[src/hdl/rebq_pkg.sv]
// Shared types and constants for the rotary encoder and button qualifier.
// No dependencies; used by the core and by its port checker.
package rebq_pkg;

  localparam int unsigned COUNT_W   = 32;
  localparam int unsigned CHANGE_W  = 16;
  localparam int unsigned TIME_W    = 32;
  localparam int unsigned CFG_W     = 16;
  localparam int unsigned CFG_IDX_W = 1;
  localparam int unsigned DIR_W     = 2;

  // A detent is four quadrature counts, so the detent is the count shifted by two.
  localparam int unsigned DETENT_SHIFT = 2;

  localparam logic [CFG_W-1:0] DEBOUNCE_RST   = 16'd50;
  localparam logic [CFG_W-1:0] LONG_PRESS_RST = 16'd1000;

  localparam logic [CFG_IDX_W-1:0] CFG_DEBOUNCE   = 1'b0;
  localparam logic [CFG_IDX_W-1:0] CFG_LONG_PRESS = 1'b1;

  localparam logic signed [DIR_W-1:0] DIR_NONE = 2'sb00;
  localparam logic signed [DIR_W-1:0] DIR_UP   = 2'sb01;
  localparam logic signed [DIR_W-1:0] DIR_DOWN = 2'sb11;
  localparam logic signed [DIR_W-1:0] DIR_BAD  = 2'sb10;

  // Button transition, coded as {previous level, current level}.
  typedef enum logic [1:0] {
    BTN_HOLD = 2'b00,
    BTN_RISE = 2'b01,
    BTN_FALL = 2'b10,
    BTN_IDLE = 2'b11
  } btn_evt_t;

endpackage

[src/hdl/rotary_encoder_button_qualifier_core.sv]
// Rotary encoder detent tracker and long-press button qualifier, top level.
// Depends on rebq_pkg for widths, reset values, register indexes and codes.
//
//  channel | direction | handshake          | payload
//  --------+-----------+--------------------+-----------------------------------------
//  in      | input     | in_valid/in_stall  | count_change, button_level, now_ms
//  out     | output    | out_valid/out_stall| step_direction, short_press, long_press,
//          |           |                    | long_release
//  cfg     | input     | cfg_wr_en          | cfg_index, cfg_wdata
//
// One poll is accepted per cycle while in_stall is low. A beat lands in the input register, is
// evaluated from there and is written into the output register when it advances.
// State updates with the registered result, so the next poll follows with no gap.
// Reset is synchronous and active low; it clears both valid flags and the tracker state and
// reloads both thresholds with their defaults. A stalled result holds the output register,
// and in_stall rises only while both registers are full and the result is stalled.
module rotary_encoder_button_qualifier_core (
  input  logic                                 clk,
  input  logic                                 rst_n,
  // Poll input channel.
  input  logic                                 in_valid,
  output logic                                 in_stall,
  input  logic signed [rebq_pkg::CHANGE_W-1:0] in_count_change,
  input  logic                                 in_button_level,
  input  logic        [rebq_pkg::TIME_W-1:0]   in_now_ms,
  // Result channel.
  output logic                                 out_valid,
  input  logic                                 out_stall,
  output logic signed [rebq_pkg::DIR_W-1:0]    out_step_direction,
  output logic                                 out_short_press,
  output logic                                 out_long_press,
  output logic                                 out_long_release,
  // Configuration write port.
  input  logic                                 cfg_wr_en,
  input  logic        [rebq_pkg::CFG_IDX_W-1:0] cfg_index,
  input  logic        [rebq_pkg::CFG_W-1:0]    cfg_wdata
);

  localparam int unsigned CW = rebq_pkg::COUNT_W;
  localparam int unsigned TW = rebq_pkg::TIME_W;
  localparam int unsigned SH = rebq_pkg::DETENT_SHIFT;

  // Configuration registers.
  logic [rebq_pkg::CFG_W-1:0] debounce_r;
  logic [rebq_pkg::CFG_W-1:0] long_press_time_r;

  always_ff @(posedge clk) begin
    if (!rst_n) begin
      debounce_r        <= rebq_pkg::DEBOUNCE_RST;
      long_press_time_r <= rebq_pkg::LONG_PRESS_RST;
    end else if (cfg_wr_en) begin
      unique case (cfg_index)
        rebq_pkg::CFG_DEBOUNCE:   debounce_r        <= cfg_wdata;
        rebq_pkg::CFG_LONG_PRESS: long_press_time_r <= cfg_wdata;
        default: ;
      endcase
    end
  end

  // Input register. It may refill in the same cycle its beat moves on.
  logic                                 in_valid_r;
  logic signed [rebq_pkg::CHANGE_W-1:0] change_r;
  logic                                 level_r;
  logic        [TW-1:0]                 now_r;
  logic                                 advance;
  logic                                 in_take;

  assign advance  = in_valid_r && (!out_valid || !out_stall);
  assign in_stall = in_valid_r && !advance;
  assign in_take  = in_valid && !in_stall;

  always_ff @(posedge clk) begin
    if (!rst_n) begin
      in_valid_r <= 1'b0;
    end else if (in_take) begin
      in_valid_r <= 1'b1;
    end else if (advance) begin
      in_valid_r <= 1'b0;
    end
  end

  always_ff @(posedge clk) begin
    if (in_take) begin
      change_r <= in_count_change;
      level_r  <= in_button_level;
      now_r    <= in_now_ms;
    end
  end

  // Tracker state.
  logic signed [CW-1:0] running_count_r, running_count_nxt;
  logic signed [CW-1:0] last_detent_r,   last_detent_nxt;
  logic                 prev_level_r;
  logic        [TW-1:0] press_start_r,   press_start_nxt;
  logic                 long_done_r,     long_done_nxt;

  // Encoder path: saturating add, truncating divide by four, one-step report.
  logic signed [CW:0]   sum_wide;
  logic signed [CW-1:0] sum_sat;
  logic signed [CW-1:0] sum_bias;
  logic signed [CW-1:0] detent;
  logic signed [rebq_pkg::DIR_W-1:0] dir_nxt;

  always_comb begin
    sum_wide = {running_count_r[CW-1], running_count_r}
             + {{(CW+1-rebq_pkg::CHANGE_W){change_r[rebq_pkg::CHANGE_W-1]}}, change_r};
    // The two top bits disagree only on overflow; the top bit then gives the side.
    if (sum_wide[CW] != sum_wide[CW-1]) begin
      sum_sat = sum_wide[CW] ? {1'b1, {(CW-1){1'b0}}} : {1'b0, {(CW-1){1'b1}}};
    end else begin
      sum_sat = sum_wide[CW-1:0];
    end
    // Adding three to a negative value before the arithmetic shift rounds toward zero.
    // A negative value cannot overflow from that bias.
    sum_bias = sum_sat + (sum_sat[CW-1] ? CW'((1 << SH) - 1) : CW'(0));
    detent   = sum_bias >>> SH;

    dir_nxt           = rebq_pkg::DIR_NONE;
    last_detent_nxt   = last_detent_r;
    running_count_nxt = sum_sat;
    if (detent != last_detent_r) begin
      dir_nxt           = (detent > last_detent_r) ? rebq_pkg::DIR_UP : rebq_pkg::DIR_DOWN;
      last_detent_nxt   = detent;
      // Realign the count to the start of the new detent.
      running_count_nxt = detent <<< SH;
    end
  end

  // Button path: edges are qualified by the time elapsed since the press began.
  logic [TW-1:0]        elapsed;
  logic                 past_debounce;
  logic                 at_debounce;
  logic                 at_long;
  rebq_pkg::btn_evt_t   btn_evt;
  logic                 sp_nxt, lp_nxt, lr_nxt;

  always_comb begin
    elapsed       = now_r - press_start_r;
    past_debounce = elapsed >  TW'(debounce_r);
    at_debounce   = elapsed >= TW'(debounce_r);
    at_long       = elapsed >= TW'(long_press_time_r);
    btn_evt       = rebq_pkg::btn_evt_t'({prev_level_r, level_r});

    press_start_nxt = press_start_r;
    long_done_nxt   = long_done_r;
    sp_nxt          = 1'b0;
    lp_nxt          = 1'b0;
    lr_nxt          = 1'b0;

    unique case (btn_evt)
      rebq_pkg::BTN_FALL: begin
        // A press that comes too soon after the last one is bounce.
        if (past_debounce) begin
          press_start_nxt = now_r;
          long_done_nxt   = 1'b0;
        end
      end
      rebq_pkg::BTN_RISE: begin
        if (at_debounce) begin
          sp_nxt        = !long_done_r;
          lr_nxt        = long_done_r;
          long_done_nxt = 1'b0;
        end
      end
      rebq_pkg::BTN_HOLD: begin
        if (!long_done_r && at_long) begin
          lp_nxt        = 1'b1;
          long_done_nxt = 1'b1;
        end
      end
      rebq_pkg::BTN_IDLE: ;
      default: ;
    endcase
  end

  always_ff @(posedge clk) begin
    if (!rst_n) begin
      running_count_r <= '0;
      last_detent_r   <= '0;
      prev_level_r    <= 1'b1;
      press_start_r   <= '0;
      long_done_r     <= 1'b0;
    end else if (advance) begin
      running_count_r <= running_count_nxt;
      last_detent_r   <= last_detent_nxt;
      prev_level_r    <= level_r;
      press_start_r   <= press_start_nxt;
      long_done_r     <= long_done_nxt;
    end
  end

  // Output register.
  logic                               out_valid_r;
  logic signed [rebq_pkg::DIR_W-1:0]  dir_r;
  logic                               sp_r, lp_r, lr_r;

  always_ff @(posedge clk) begin
    if (!rst_n) begin
      out_valid_r <= 1'b0;
    end else if (advance) begin
      out_valid_r <= 1'b1;
    end else if (!out_stall) begin
      out_valid_r <= 1'b0;
    end
  end

  always_ff @(posedge clk) begin
    if (advance) begin
      dir_r <= dir_nxt;
      sp_r  <= sp_nxt;
      lp_r  <= lp_nxt;
      lr_r  <= lr_nxt;
    end
  end

  assign out_valid          = out_valid_r;
  assign out_step_direction = dir_r;
  assign out_short_press    = sp_r;
  assign out_long_press     = lp_r;
  assign out_long_release   = lr_r;

endmodule

[config.mk]
export PLATFORM = sky130hd
export DESIGN_NAME = rotary_encoder_button_qualifier_core
export DESIGN_NICKNAME = d
export VERILOG_FILES = /design/src/hdl/rebq_pkg.sv /design/src/hdl/rotary_encoder_button_qualifier_core.sv
export SDC_FILE = /design/constraint.sdc
export NUM_CORES = 1
export LEC_CHECK = 0
export ABC_AREA = 1
export BUFFER_PORTS_ARGS = -buffer_cell sky130_fd_sc_hd__buf_2
export CAP_MARGIN = 20
export CORE_MARGIN = 1.5
export CORE_UTILIZATION = 40
export DETAILED_ROUTE_END_ITERATION = 8
export GPL_TIMING_DRIVEN = 0
export PLACE_DENSITY = 0.53
export REMOVE_ABC_BUFFERS = 1
export SLEW_MARGIN = 15
export SYNTH_ARGS = -nofsm -noshare
export SYNTH_HDL_FRONTEND = slang
export SYNTH_SLANG_ARGS = --single-unit
[constraint.sdc]
create_clock -name clk -period 7.05 [get_ports clk]
set_clock_uncertainty 0.1 [all_clocks]
set_input_delay 0.3525 -clock clk [delete_from_list [all_inputs] [get_ports clk]]
set_output_delay 0.3525 -clock clk [all_outputs]
set_load 0.05 [all_outputs]
==> results of run 1 <==
==> power by group through the flow <==
stage	combinational [mW]	clock, mW	sequential [mW]
2_1_floorplan	1.60	0	1.27
3_3_place_gp	2.11	0	1.28
3_5_place_dp	2.14	0	1.28
4_1_cts	2.19	1.01	1.26
5_1_grt	2.57	1.06	1.26
6_report	2.24	0.984	1.26
==> cells by family (layout without fill, tap and decap cells) <==
| family | count (synthesis) | count (layout) | synth area share |
|---|---|---|---|
| fa+ha+maj | 132 | 132 | 0.120 |
| flops | 184 | 184 | 0.303 |
| compound gates | 339 | 339 | 0.129 |
| buf+inv | 409 | 537 | 0.115 |
| xor+xnor | 25 | 25 | 0.0157 |
| simple gates | 1036 | 1039 | 0.317 |
==> flip-flops by register name, summed over array words and instances (netlist names) <==
register and count:
out_valid 1, out_long_release 1, debounce_r 16, long_done_r 1, running_count_r 32, level_r 1, change_r 16, out_short_press 1
in_valid_r 1, prev_level_r 1, out_long_press 1, press_start_r 32, now_r 32, last_detent_r 30, out_step_direction 2, long_press_time_r 16
==> layout by cell type (no fill, tap or decap), drive strengths merged, types with 18 or more instances in the layout <==
cell type	count
a21oi	188
and2	21
buf	88
clkbuf	18
dfxtp	130
dlygate4sd3	49
edfxtp	54
ha	130
inv	370
nand2	635
nand3	149
nand4	27
nor2	183
o21ai	111
xor2	22
==> path summary, 6_finish.rpt <==
path | to
worst max register to register | running_count_r[18]
worst min-delay path | long_press_time_r[6]
worst max-delay path | running_count_r[18]
worst min register to register | press_start_r[30]
==> stage by stage <==
step	hold WS [ns]	cell area, sq um	setup slack [ns]	TNS (ns)	std cells
finish	0.0286	16000	0.563	0	2711
global route	0.0140	16000	0.0271	0	2711
CTS	0.00503	15900	0.0160	0	2706
detailed placement	0.352	14700	-2.09	-111.46	2615
global placement	0.344	14600	-2.98	-156.23	2612
floorplan	0.333	13700	0.179	0	2080
==> tightest hold or removal path, cell delays in order <==
cell      delay [ns]
buf_2           0.09
nand2_1         0.05
o211ai_1        0.06
==> final cells by class <==
type,count,area [sq um],share of cell area
Multi-Input combinational cell,1535,8190,0.512
Clock inverter,14,135,0.00845
Timing Repair Buffer,137,1030,0.0645
Sequential cell,184,4220,0.264
Timing Repair inverter,4,27.5,0.00172
Inverter,364,1380,0.0864
Clock buffer,18,439,0.0275
Tap cell,455,569,0.0356
==> timing repair <==
action	in CTS	in global routing
setup endpoints to repair	64	63
endpoints found under the hold margin	49	0
setup buffers	7	1
gates resized for setup	10	9
pin swaps	2	3
hold buffers	49	0
cloned	3	4
==> routing by layer <==
layer	routed length, microns	vias to the layer above	global-route usage	share of wire
met5	0	-	0	0
met4	464	0	0.0470	0.012
met3	2160	28	0.0350	0.054
met2	16600	303	0.346	0.42
met1	20800	5970	0.332	0.52
li1	-	7062	-	-
==> impl_results.md, run 1 <==
* Hold Crit Class: in2reg
* Netlist cell types at 43
* Core Util, Final at 0.465
* Worst skew pair latency at around 0.47 ns
* CTS Buf Count at 17
* CP delay by family, top: simple AND/OR/NAND/NOR gates
* Root Driver: clkbuf_16
* Core area at around 34000 sq um
* Via/cell ratio at 4.93
* Slew headroom at 0.317
* TritonRoute pass-1 iters at 8
* Hold depth at 3
* Rows at 68
* Vias at between 10000 and 15000
* Tmin final at between 6 and 7 ns
* Worst R2R Path Depth at 33
* Hold Path Origin: cfg_wdata[6]
* WL per Instance at ~15 microns
* DRT iter0 DRCs at between 900 and 1000
* Area contributors post-synth: dfxtp_1 19%, nand2_1 17%, ha_1 12%
* Reg2reg start: change_r[15]
* Max Slew Vio Count at 0
* Max IR drop VDD at just under 0.2 mV
* CTS tree: yes
* Final Wtd Congestion at 0.910
* First-pass GRT wire length at about 64 mm
* Die ar. at roughly 36000 sq um
* Largest stage delay, worst path at between 0.4 and 0.5 ns
* N_diodes at 0
* Count of state elements after synthesis at between 150 and 200
* Bufs on Longest Clock Path at 2
* Most frequent CP cell: nand2_1
* Initial antenna violation count at 0
* Critical Path Start Type: register
* IO Count at 78
* Synthesized instance count at ~2100
* Max Clock Freq at roughly 0.15 GHz
* Final Hold Viols at 0
* Logic pwr share at 0.500
* Die X at 190 microns
* PortBufs at 77
* Worst-path clk slew at 0.08 ns
* Ys Warns at 0
* Sequential area share after synthesis at 0.303
* Synth top area share at 0.187
* Outcome: finished clean
* Internal Power at ~2.5 mW
* Unrepaired setup endpoints after global routing: false
* Area grow syn2layout at 14.9%
* Mean post-synth cell area at roughly 6.6 sq um
* CP endpoint kind: register
* Cell taking the most area after synthesis: dfxtp_1
* DRC at 0
* Layout Nets at ~2400
* Post-synth EDFFs at 54
* Synth Flop Type: dfxtp_1
* H-tree Lvls at 4
* Pin count of the biggest net entering global routing at 68
* Commonest cells in the netlist: 618 x nand2_1, 358 x inv_1, 185 x a21oi_1
* Pwr/cell area at about 280 nW/um^2
* Detail Route Antenna Nets at 0
* WS Path Type: reg2reg
* Fill cells at 3663
* Worst EP arrival at 6.78 ns
* Switching power at between 2 and 2.5 mW
* Top-count cell post-synth: nand2_1
* Vias in the first global route at 12400
* MaxCap Viol Count at 0
* Leak pwr at 7.81 nW
* # clock sinks at roughly 180
* Grt ovf at 0
* Fin crit share at 0.920
* Critical Path Source: change_r[15]
* Worst-Margin Slew at ~1.0 ns
* Proportion of layout cells with a drive suffix above 1 at 0.0851
* Flop2flop setup slack at ~0.56 ns
* Switching share of power at 0.448
* Total power at 4.48 mW
* Worst Path Max Fanout at 27
* Worst path slowest cell: nor4_4
* Initial core utilization at 0.405
* Final setup fails at 0
* Synth async-reset ratio at 0
* Worst EP required at 7.34 ns
* Total track usage at 0.225
* Die Ht at about 190 microns
* Worst path depth at 33
* Critical path buffer and inverter count at 6
* Cell Area, Synth at around 14000 sq um
* Final WL at between 40 and 50 mm
* Dpl hpwl at 30.4 mm
* Flop pwr share at 0.280
* Clock share of power at 0.220
Power figures use the tool's default switching activity.
==> run 2, diff against run 1 <==
Settings changed: CORE_ASPECT_RATIO from default to 2.
==> run 2 against run 1 <==
Against the previous run: critical path depth is the same; worst setup slack lost 0.26 ns; via count grew 1.9%; combinational power grew 4%; utilization grew 0.18 points; maximum frequency shrank 3.8%; final area grew 0.32%; power grew 1.8%; clock power is essentially flat; sequential cell count is the same; critical path type unchanged.
==> impl_results.md, run 2 (same netlist as run 1, synthesis figures left out) <==
* Leak pwr at 7.85 nW (+0.53%)
* Total track usage at 0.256 (+0.0308)
* Biggest regs: now_r (32), press_start_r (32), running_count_r (32)
* Initial core utilization at 0.405 (about the same)
* Vias in the first global route at 13600 (+9.4%)
* Most frequent CP cell: nand2_1
* Pre-CTS setup slack at -2.92 ns (-0.837 ns)
* Hold Crit Class: in2reg
* Flop2flop setup slack at 0.31 ns (-0.26 ns)
* Internal Power at 2.50 mW (+1.3%)
* Core Util, Final at 0.467 (+0.00176)
* Final instance area at 16000 sq um (+0.32%)
* Detail Route Antenna Nets at 0 (unchanged)
* Worst-Margin Slew at 0.845 ns (-0.176 ns)
* Rows at 96 (+41%)
* Worst Path Max Fanout at 11 (-59%)
* Dpl hpwl at 36.0 mm (+18%)
* Logic pwr share at 0.509 (+0.009)
* Outcome: finished clean
* Max Slew Vio Count at 0 (unchanged)
* Placed cell areas at 14700 sq um (about the same)
* Core area at 34400 sq um (about the same)
* Flop pwr share at 0.275 (-0.005)
* Pwr/cell area at 284 nW/um^2 (+1.4%)
* Worst R2R Path Depth at 33 (unchanged)
* H-tree Lvls at 4 (unchanged)
* Layout Nets at 2452 (+0.25%)
* Worst skew pair latency at 0.46 ns (about the same)
* Commonest cells after routing, fill and taps aside: 617 x nand2_1, 354 x inv_1, 184 x a21oi_1
* Tmin final at 6.74 ns (+0.257 ns)
* IO Count at 78 (unchanged)
* Worst EP arrival at 7.02 ns (+0.24 ns)
* Bufs on Longest Clock Path at 2 (unchanged)
* TritonRoute pass-1 iters at 6 (-2)
* DP Cell Count at 2602 (-0.50%)
* Die ar. at 36000 sq um (+0.19%)
* Largest stage delay, worst path at 0.43 ns (-0.04 ns)
* WS Path Type: reg2reg
* Slew headroom at 0.435 (+0.117)
* WHS Endpoint: now_r[30]
* MaxCap Viol Count at 0 (unchanged)
* Proportion of layout cells with a drive suffix above 1 at 0.0876 (+0.00247)
* CP endpoint kind: register
* Area grow syn2layout at 15.2%
* Switching power at 2.05 mW (+2.3%)
* Final Hold Viols at 0 (unchanged)
* Hold Path Origin: in_now_ms[30]
* Total power at 4.56 mW (+1.8%)
* Pin count of the biggest net entering global routing at 63 (-7.4%)
* Die X at 135 microns (-29%)
* Root Driver: clkbuf_16
* Vias at 13600 (+1.9%)
* Via/cell ratio at 5.04 (+2.2%)
* Fin Setup TNS at 0 ns (unchanged)
* Worst EP required at 7.33 ns (about the same)
* PortBufs at 77 (unchanged)
* Initial antenna violation count at 1 (+1)
* Switching share of power at 0.450 (+0.00257)
* Reg2reg start: change_r[8]
* Layout Cells excl Fill at 2703 (-0.30%)
* Worst-path clk slew at 0.08 ns (about the same)
* Worst path slowest cell: edfxtp_1
* Max IR drop VDD at 0.170 mV (-12%)
* Worst setup margin at 0.306 ns (-0.257 ns)
* Reg2Reg Capture Point: running_count_r[20]
* Final WL at 45.8 mm (+15%)
* DRC at 0 (unchanged)
* Hold depth at 1 (-2)
* Worst hold margin at 0.0123 ns (-0.0163 ns)
* Max Clock Freq at 0.148 GHz (-3.8%)
* Grt ovf at 0 (unchanged)
* Die Ht at 267 microns (+41%)
* Clock share of power at 0.216 (-0.004)
* # clock sinks at 184 (unchanged)
* Most common cell after layout, fill and taps aside: nand2_1
* DRT iter0 DRCs at 546 (-45%)
* CTS Buf Count at 17 (unchanged)
* Fin crit share at 0.957 (+0.0365)
* WL per Instance at 17.0 microns (+15%)
* CTS tree: yes
* Final Wtd Congestion at 0.934 (+2.6%)
* Critical Path Start Type: register
* Final setup fails at 0 (unchanged)
* First-pass GRT wire length at 69.1 mm (+8.6%)
run 2: area by class of cell:
cell class / instances / area (sq um)
repair buffers: 145 / 1100
well taps: 441 / 552
diodes: 1 / 2.50
multi-input cells: 1535 / 8190
clock buffers: 22 / 508
fillers: 3689 / 18300
flip-flops and latches: 184 / 4220
inverters: 364 / 1390
repair inverters: 2 / 15.0
clock inverters: 9 / 68.8
run 2: routing by layer:
layer  global-route usage  part of all wire  up-vias
li1                     -                 -     7072
met2                0.544              0.58      250
met5                    0                 0        -
met3               0.0245             0.019      117
met4                0.179             0.073        0
met1                0.208              0.33     6180
run 2: power groups by stage:
stage                     Combinational (mW)  Sequential (mW)  Clock, mW
after global placement                  2.17             1.28          0
after CTS                               2.27             1.25       1.01
after floorplan                         1.60             1.27          0
after detailed placement                2.21             1.28          0
final                                   2.32             1.25      0.986
after global routing                    2.61             1.26       1.05
run 2: what timing repair did:
| item | CTS | global route |
|---|---|---|
| endpoints found under the hold margin | 47 | 0 |
| gates cloned | 3 | 2 |
| hold buffers | 47 | 0 |
| buffers inserted | 16 | 1 |
| endpoints found under the setup margin | 64 | 62 |
| resized for setup | 15 | 6 |
| pin swaps | 3 | 2 |
run 2: worst max path at each step:
stage                 start                  end  slack [ns]  cells after the start
5_1_grt        change_r[10]  running_count_r[11]      -0.004                     34
3_5_place_dp   change_r[15]  running_count_r[29]       -2.92                     31
6_report        change_r[8]  running_count_r[20]        0.31                     33
4_1_cts         change_r[8]  running_count_r[20]        0.03                     32
2_1_floorplan  change_r[15]     last_detent_r[0]        0.18                     31
3_3_place_gp   change_r[15]     last_detent_r[0]       -3.66                     32
run 2: worst max-delay path, delay by kind of cell (launching register included):
family / cells / cell delay [ns]
simple gates: 17 / 2.97
xor+xnor: 1 / 0.19
flops: 1 / 0.43
compound gates: 6 / 1.07
fa+ha+maj: 3 / 1.00
buf+inv: 6 / 0.89
